### config.mk
export PLATFORM = sky130hd
export DESIGN_NAME = two_group_round_robin_task_scheduler
export DESIGN_NICKNAME = d
export VERILOG_FILES = /design/src/design/tgrr_pkg.sv /design/src/design/tgrr_rr_pick.sv /design/src/design/two_group_round_robin_task_scheduler.sv
export SDC_FILE = /design/constraint.sdc
export NUM_CORES = 1
export LEC_CHECK = 0
export ABC_AREA = 1
export BUFFER_PORTS_ARGS = -buffer_cell sky130_fd_sc_hd__buf_4
export CORE_ASPECT_RATIO = 1.5
export CORE_UTILIZATION = 58
export CTS_CLUSTER_SIZE = 14
export DETAILED_ROUTE_END_ITERATION = 7
export MAX_ROUTING_LAYER = met4
export PLACE_DENSITY = 0.8
export SETUP_SLACK_MARGIN = 0.2
export SYNTH_ARGS = -nofsm -noshare
export SYNTH_HDL_FRONTEND = slang
export SYNTH_HIERARCHICAL = 1
export SYNTH_SLANG_ARGS = --single-unit
export TNS_END_PERCENT = 30
### constraint.sdc
create_clock -name clk -period 3.4 [get_ports clk]
set_input_delay 0.17 -clock clk [delete_from_list [all_inputs] [get_ports clk]]
set_output_delay 0.17 -clock clk [all_outputs]
set_load 0.02 [all_outputs]
### src/design/tgrr_pkg.sv
`default_nettype none

package tgrr_pkg;

  // Slots per group
  localparam int unsigned TEAM_SIZE_DEF = 5;

  // Fixed field widths
  localparam int unsigned CMD_W  = 3;
  localparam int unsigned SID_W  = 4;
  localparam int unsigned RSL_W  = 4;
  localparam int unsigned BASE_W = 8;
  localparam int unsigned SEL_W  = 11;

  // Command codes
  typedef enum logic [CMD_W-1:0] {
    CMD_NEXT      = 3'd0,
    CMD_CREATE    = 3'd1,
    CMD_KILL_SLOT = 3'd2,
    CMD_KILL_RUN  = 3'd3,
    CMD_KILL_ALL  = 3'd4
  } cmd_t;

  // Incoming request
  typedef struct packed {
    logic [CMD_W-1:0] command;
    logic             group;
    logic [SID_W-1:0] slot_id;
  } in_req_t;

  // Outgoing result
  typedef struct packed {
    logic [RSL_W-1:0] result_slot;
    logic             found;
    logic [SEL_W-1:0] selector;
  } out_rsp_t;

endpackage

`default_nettype wire

### src/design/tgrr_rr_pick.sv
`default_nettype none

// Round-robin pick within one group: first alive slot after last, wrapping.
module tgrr_rr_pick #(
  parameter int unsigned N = tgrr_pkg::TEAM_SIZE_DEF,
  localparam int unsigned IW = (N > 1) ? $clog2(N) : 1
) (
  input  wire logic [N-1:0]  alive,
  input  wire logic [IW-1:0] last,
  output logic      [IW-1:0] pick,
  output logic               any
);

  logic [N-1:0]  upper;
  logic [IW-1:0] idx_hi;
  logic [IW-1:0] idx_all;

  // Keep alive slots above the last one run
  always_comb begin
    for (int i = 0; i < N; i++) begin
      upper[i] = alive[i] && (IW'(i) > last);
    end
  end

  // Lowest set bit of the upper part and of the whole bitmap
  always_comb begin
    idx_hi  = '0;
    idx_all = '0;
    for (int i = N - 1; i >= 0; i--) begin
      if (upper[i]) begin
        idx_hi = IW'(i);
      end
      if (alive[i]) begin
        idx_all = IW'(i);
      end
    end
  end

  // Wrap to the bottom when nothing is alive above last
  assign pick = (|upper) ? idx_hi : idx_all;
  assign any  = |alive;

endmodule

`default_nettype wire

### src/design/two_group_round_robin_task_scheduler.sv
// A request is captured in the input register, then executed from there into
// the result register that drives out_data; a stalled result keeps it waiting.
// Throughput: one request per cycle while the result is not stalled; the alive
// bitmaps, last-run slots and running slot update as the result register loads.
// Reset (rst_n low, synchronous): all slots dead, running slot is the last
// second-group slot, both last-run indexes are the last slot, base index 0.
`default_nettype none

module two_group_round_robin_task_scheduler #(
  parameter int unsigned TEAM_SIZE = tgrr_pkg::TEAM_SIZE_DEF
) (
  input  wire logic                          clk,
  input  wire logic                          rst_n,
  input  wire logic                          in_valid,
  output logic                               in_stall,
  input  wire tgrr_pkg::in_req_t             in_data,
  output logic                               out_valid,
  input  wire logic                          out_stall,
  output tgrr_pkg::out_rsp_t                 out_data,
  input  wire logic                          cfg_wr_en,
  input  wire logic [tgrr_pkg::BASE_W-1:0]   cfg_wr_data
);

  localparam int unsigned IW     = (TEAM_SIZE > 1) ? $clog2(TEAM_SIZE) : 1;
  localparam int unsigned SLOT_W = $clog2(2 * TEAM_SIZE);
  localparam int unsigned RS_W   = $clog2(2 * TEAM_SIZE + 1);
  localparam logic [RS_W-1:0] NONE_SLOT = RS_W'(2 * TEAM_SIZE);
  localparam logic [RS_W-1:0] TEAM_RS   = RS_W'(TEAM_SIZE);

  // Pipeline control
  logic              in_valid_r;
  tgrr_pkg::in_req_t in_req_r;
  logic              out_valid_r;
  tgrr_pkg::out_rsp_t out_rsp_r;
  logic              advance;
  logic              exec;

  // Scheduler state
  logic [tgrr_pkg::BASE_W-1:0] base_r;
  logic [TEAM_SIZE-1:0]        alive_a_r, alive_a_nxt;
  logic [TEAM_SIZE-1:0]        alive_b_r, alive_b_nxt;
  logic [SLOT_W-1:0]           running_r, running_nxt;
  logic [IW-1:0]               last_a_r, last_a_nxt;
  logic [IW-1:0]               last_b_r, last_b_nxt;

  // Datapath
  logic [IW-1:0]        pick_a, pick_b;
  logic                 any_a, any_b;
  logic [TEAM_SIZE-1:0] kill_sid_a, kill_sid_b, kill_run_a, kill_run_b;
  logic [TEAM_SIZE-1:0] grp_alive;
  logic [IW-1:0]        free_idx;
  logic                 free_any;
  logic [RS_W-1:0]      rslot;
  logic                 found;
  logic                 sel_en;
  logic [tgrr_pkg::BASE_W-1:0] sel_sum;
  tgrr_pkg::out_rsp_t   rsp;

  // Advance when the result register is empty or being taken
  assign advance   = !out_valid_r || !out_stall;
  assign exec      = in_valid_r && advance;
  assign in_stall  = in_valid_r && !advance;
  assign out_valid = out_valid_r;
  assign out_data  = out_rsp_r;

  // Round-robin pickers, one per group
  tgrr_rr_pick #(.N(TEAM_SIZE)) u_pick_a (
    .alive (alive_a_r),
    .last  (last_a_r),
    .pick  (pick_a),
    .any   (any_a)
  );

  tgrr_rr_pick #(.N(TEAM_SIZE)) u_pick_b (
    .alive (alive_b_r),
    .last  (last_b_r),
    .pick  (pick_b),
    .any   (any_b)
  );

  // Decode kill targets as one-hot masks per group
  always_comb begin
    for (int i = 0; i < TEAM_SIZE; i++) begin
      kill_sid_a[i] = (32'(in_req_r.slot_id) == i);
      kill_sid_b[i] = (32'(in_req_r.slot_id) == i + TEAM_SIZE);
      kill_run_a[i] = (32'(running_r) == i);
      kill_run_b[i] = (32'(running_r) == i + TEAM_SIZE);
    end
  end

  // Find the lowest free slot of the requested group
  always_comb begin
    grp_alive = in_req_r.group ? alive_b_r : alive_a_r;
    free_idx  = '0;
    for (int i = TEAM_SIZE - 1; i >= 0; i--) begin
      if (!grp_alive[i]) begin
        free_idx = IW'(i);
      end
    end
    free_any = !(&grp_alive);
  end

  // Execute the command held in the input register
  always_comb begin
    logic pick_first;
    alive_a_nxt = alive_a_r;
    alive_b_nxt = alive_b_r;
    running_nxt = running_r;
    last_a_nxt  = last_a_r;
    last_b_nxt  = last_b_r;
    rslot       = '0;
    found       = 1'b0;
    sel_en      = 1'b0;
    pick_first  = 1'b0;
    case (in_req_r.command)
      tgrr_pkg::CMD_NEXT: begin
        if (!any_a && !any_b) begin
          rslot = NONE_SLOT;
        end else begin
          if (32'(running_r) < TEAM_SIZE) begin
            pick_first = !any_b;
          end else begin
            pick_first = any_a;
          end
          if (pick_first) begin
            last_a_nxt = pick_a;
            rslot      = RS_W'(pick_a);
          end else begin
            last_b_nxt = pick_b;
            rslot      = RS_W'(pick_b) + TEAM_RS;
          end
          running_nxt = SLOT_W'(rslot);
          found       = 1'b1;
          sel_en      = 1'b1;
        end
      end
      tgrr_pkg::CMD_CREATE: begin
        if (free_any) begin
          if (in_req_r.group) begin
            alive_b_nxt[free_idx] = 1'b1;
            rslot = RS_W'(free_idx) + TEAM_RS;
          end else begin
            alive_a_nxt[free_idx] = 1'b1;
            rslot = RS_W'(free_idx);
          end
          found = 1'b1;
        end else begin
          rslot = NONE_SLOT;
        end
      end
      tgrr_pkg::CMD_KILL_SLOT: begin
        alive_a_nxt = alive_a_r & ~kill_sid_a;
        alive_b_nxt = alive_b_r & ~kill_sid_b;
      end
      tgrr_pkg::CMD_KILL_RUN: begin
        alive_a_nxt = alive_a_r & ~kill_run_a;
        alive_b_nxt = alive_b_r & ~kill_run_b;
      end
      tgrr_pkg::CMD_KILL_ALL: begin
        alive_a_nxt = '0;
        alive_b_nxt = '0;
      end
      default: begin
      end
    endcase
  end

  // Build the result: selector is the wrapped descriptor index times eight
  always_comb begin
    sel_sum         = base_r + tgrr_pkg::BASE_W'(rslot);
    rsp.result_slot = tgrr_pkg::RSL_W'(rslot);
    rsp.found       = found;
    rsp.selector    = sel_en ? {sel_sum, 3'b000} : '0;
  end

  // Control and state registers
  always_ff @(posedge clk) begin
    if (!rst_n) begin
      in_valid_r  <= 1'b0;
      out_valid_r <= 1'b0;
      base_r      <= '0;
      alive_a_r   <= '0;
      alive_b_r   <= '0;
      running_r   <= SLOT_W'(2 * TEAM_SIZE - 1);
      last_a_r    <= IW'(TEAM_SIZE - 1);
      last_b_r    <= IW'(TEAM_SIZE - 1);
    end else begin
      if (cfg_wr_en) begin
        base_r <= cfg_wr_data;
      end
      if (in_valid && !in_stall) begin
        in_valid_r <= 1'b1;
      end else if (advance) begin
        in_valid_r <= 1'b0;
      end
      if (exec) begin
        out_valid_r <= 1'b1;
        alive_a_r   <= alive_a_nxt;
        alive_b_r   <= alive_b_nxt;
        running_r   <= running_nxt;
        last_a_r    <= last_a_nxt;
        last_b_r    <= last_b_nxt;
      end else if (!out_stall) begin
        out_valid_r <= 1'b0;
      end
    end
  end

  // Payload registers
  always_ff @(posedge clk) begin
    if (in_valid && !in_stall) begin
      in_req_r <= in_data;
    end
    if (exec) begin
      out_rsp_r <= rsp;
    end
  end

  // Running slot always names a real slot
  a_running_range: assert property (@(posedge clk) disable iff (!rst_n)
    32'(running_r) < 2 * TEAM_SIZE)
    else $error("running slot out of range");

  // A successful pick or create never reports the none slot
  a_found_slot: assert property (@(posedge clk) disable iff (!rst_n)
    found |-> (rslot < NONE_SLOT))
    else $error("found with none slot");

  // Hold scheduler state while a pending request waits on a stalled result
  a_stall_hold: assert property (@(posedge clk) disable iff (!rst_n)
    (in_valid_r && out_valid_r && out_stall) |=>
      ($stable(alive_a_r) && $stable(alive_b_r) && $stable(running_r)))
    else $error("state changed under stall");

  // Kill all leaves every slot dead
  a_kill_all: assert property (@(posedge clk) disable iff (!rst_n)
    (exec && (in_req_r.command == tgrr_pkg::CMD_KILL_ALL)) |=>
      ((alive_a_r == '0) && (alive_b_r == '0)))
    else $error("kill all left a live slot");

endmodule

`default_nettype wire

==> metrics <==
Routability Congestion 0.9315; Die X 61.89 µm; TritonRoute pass-1 iters 4; n_diodes 0; Clock power frac 29.7%; DIE AREA 5684 µm²; hold_sp in_data[3]; clk_lat worst skew 0.31 ns; Final period util 92.50%; drt wl/cell 13.49 µm; Combinational Power Share 13.9%; GRT overflow 0; Reg2Reg Depth 21; pin count of the biggest net entering global routing 25; final net count 519; cell accounting for the most synthesized area edfxtp_1; final hold vios 0; Yosys top cell area share 20.21%; Hold Path End in_req_r[3]; Mapped Area 3120 µm²; Slew Viols, Final 0; Max-Cap Viols 0; Core ar. 5165 µm²; post-layout min period 3.145 ns; drt total wl 7.553 mm; Filler cells 443; placed cells 546; #FFs+latches synth 51; PortBufs 35; P_sw 313.5 µW; post-synthesis sequential area ratio 39.45%; antenna violations before repair 0; CP Launch Type register; Critical Path RT 3.47 ns; pwr/cell area 327.0 nW/µm²; first-pass GRT wire length 11.97 mm; initial DRC count 112; TritonCTS clock tree yes; DRC 0; final setup skew 0.006208 ns; status complete, no violations; CP Data Arrival Time 3.22 ns; fraction of registers with async set/reset 0%; Int Pwr 887.4 µW; Peak VDD IR 0.2457 mV; clk sinks 51; instance count of the mapped netlist 446; Cell variety after synth 36; Initial Util 60.42%; Max Clock Freq 0.3180 GHz; FF+latch area 1232 µm²; final number of setup-violating endpoints 0; I/O pin count 39; Num CTS Buffers 5; Post-DP HPWL 5.805 mm; clock-pin transition on the worst setup and hold timing paths 0.09 ns; multi-input logic area 1670 µm²; switch share 26.11%; Via Count 2959; Post-synth top flop dfxtp_1; GRT Util Overall 29.29%; clock buffer depth 2; P_leak 0.001749 µW; RR Endpoint out_data[10]; clock root cell clkbuf_8; Mean Syn Cell Area 6.997 µm²; Hold Path Class input pin to register; Post-CTS Hold Buffers 0; WS Path Type register to register; hold path depth 1; CP max FO 6; FF-to-FF setup slack 0.25 ns; Syn. warnings 6; share of post-route cells with drive strength above 1 21.54%; number of synthesized flops with an enable pin 21; RSZ-0062 raised after global routing true; row cnt 32; average vias per placed instance 5.284; final antenna-violating net count 0; Non-Filler Instances 560; Reg-to-Reg Start in_req_r[4]; Chip Height 91.84 µm; Flop pwr share 56.4%; vias in the first global route 2918; Final TNS setup 0 ns; Synth area leaders edfxtp_1 (20%), dfxtp_1 (19%), nand2_1 (11%); Synth-to-Final Area Change 17.68%; htree depth 2; Critical Path Sink Type register
-- how the worst max path moves through the flow --
stage / from / slack (ns) / to / cells after the start
2_1_floorplan: in_req_r[4] / 0.67 / out_data[9] / 20
4_1_cts: alive_b_r[1] / 0.21 / out_data[9] / 19
6_report: in_req_r[4] / 0.25 / out_data[10] / 21
5_1_grt: in_req_r[4] / 0.13 / out_data[10] / 21
3_3_place_gp: alive_a_r[1] / 0.19 / out_data[9] / 17
3_5_place_dp: alive_a_r[3] / 0.12 / out_data[9] / 17
-- per-layer routing --
layer | track usage, % | routed length [µm]
met1 | 24.17 | 2653
met2 | 54.93 | 4241
met3 | 5.501 | 256
met4 | 18.15 | 402
met5 | - | 0
-- repair_timing --
action | in CTS | in global routing
setup endpoints to repair | 1 | 4
resized for setup | 2 | 29
setup buffers | 1 | 5
gates cloned | 0 | 0
pin swaps | 1 | 4
-- worst max-delay path: stages (launching register included) --
cell	delay [ns]
edfxtp_1	0.55
buf_6	0.19
nand2_2	0.06
nand2_2	0.07
inv_2	0.07
nor2_4	0.05
nor2_4	0.14
nor2_4	0.05
ha_1	0.19
nor2_1	0.14
xor2_1	0.18
nand3_1	0.11
nand2_1	0.13
ha_4	0.23
a21oi_1	0.16
nand2_1	0.10
nand2_1	0.09
a21oi_2	0.07
nand2_1	0.09
nor2_1	0.05
o21ai_0	0.14
nor2_1	0.05
-- state kept, by name, indices dropped and copies added, names as in the netlist --
| name | flops |
|---|---|
| in_valid_r | 1 |
| running_r | 4 |
| out_valid | 1 |
| base_r | 8 |
| alive_a_r | 5 |
| in_req_r | 8 |
| last_a_r | 3 |
| out_data | 13 |
| last_b_r | 3 |
| alive_b_r | 5 |
-- power by group through the flow --
stage	Sequential [µW]	Clock, µW	Combinational [µW]
global route	680	386	185
finish	677	357	167
floorplan	694	0	97.0
global placement	690	0	151
detailed placement	690	0	153
CTS	676	362	155
-- area by class of cell --
class | count | share of cell area (%)
clock buffers | 7 | 2.351
repair buffers | 44 | 9.097
multi-input cells | 321 | 45.49
clock inverters | 1 | 0.1022
well taps | 68 | 2.317
inverters | 68 | 7.087
flip-flops and latches | 51 | 33.56
-- cell usage after synthesis, types with 2 or more instances --
| cell | n |
|---|---|
| a21oi_1 | 25 |
| buf_4 | 4 |
| clkbuf_1 | 2 |
| dfxtp_1 | 30 |
| edfxtp_1 | 21 |
| ha_1 | 6 |
| inv_1 | 61 |
| inv_2 | 5 |
| nand2_1 | 94 |
| nand2_2 | 11 |
| nand3_1 | 21 |
| nand3_2 | 4 |
| nand3b_1 | 3 |
| nand4_2 | 2 |
| nor2_1 | 80 |
| nor2_2 | 7 |
| nor2_4 | 3 |
| nor3_1 | 4 |
| o211ai_1 | 4 |
| o21ai_0 | 37 |
| o21ai_1 | 4 |
| o31ai_1 | 2 |
| or2_1 | 2 |
| xor2_1 | 2 |
-- placed cells by master (no fill, tap or decap), drive strengths merged, types with 2 or more instances in the layout --
cell type | synthesis | final
nand2 | 106 | 106
nor2 | 90 | 90
inv | 67 | 66
buf | 6 | 44
o21ai | 41 | 41
dfxtp | 30 | 30
a21oi | 26 | 26
nand3 | 26 | 26
edfxtp | 21 | 21
clkbuf | 2 | 7
ha | 6 | 6
o211ai | 4 | 4
nor3 | 4 | 4
nand3b | 3 | 3
conb | 1 | 3
clkinv | 1 | 3
xor2 | 2 | 2
nand4 | 2 | 2
o31ai | 2 | 2
or2 | 2 | 2
-- per-stage QoR --
stage / hold slack, ns / utilization [%] / area, µm² / setup WS, ns / total power [µW]
2_1_floorplan: 0.2689 / - / 3128 / 0.6682 / 790.8
4_1_cts: 0.02842 / 68.63 / 3545 / 0.2115 / 1193
6_report: 0.03180 / 71.10 / 3672 / 0.2549 / 1201
3_5_place_dp: 0.3495 / 66.69 / 3445 / 0.1180 / 843.9
3_3_place_gp: 0.3483 / 66.69 / 3445 / 0.1869 / 840.7
5_1_grt: 0.01722 / 71.10 / 3672 / 0.1334 / 1251
-- cell families (layout without fill, tap and decap cells) --
| kind of cell | count (synthesis) | after routing | synth area share (%) |
|---|---|---|---|
| and+or+nand+nor | 235 | 235 | 34.20 |
| buffers and inverters | 76 | 120 | 10.06 |
| AOI/OAI and AO/OA | 74 | 74 | 12.55 |
| DFF | 51 | 51 | 39.45 |
| adders and majority gates | 7 | 7 | 3.047 |
| xor gates and xnor gates | 2 | 2 | 0.5614 |
| other | 1 | 3 | 0.1202 |
(Power assumes the default switching activity.)
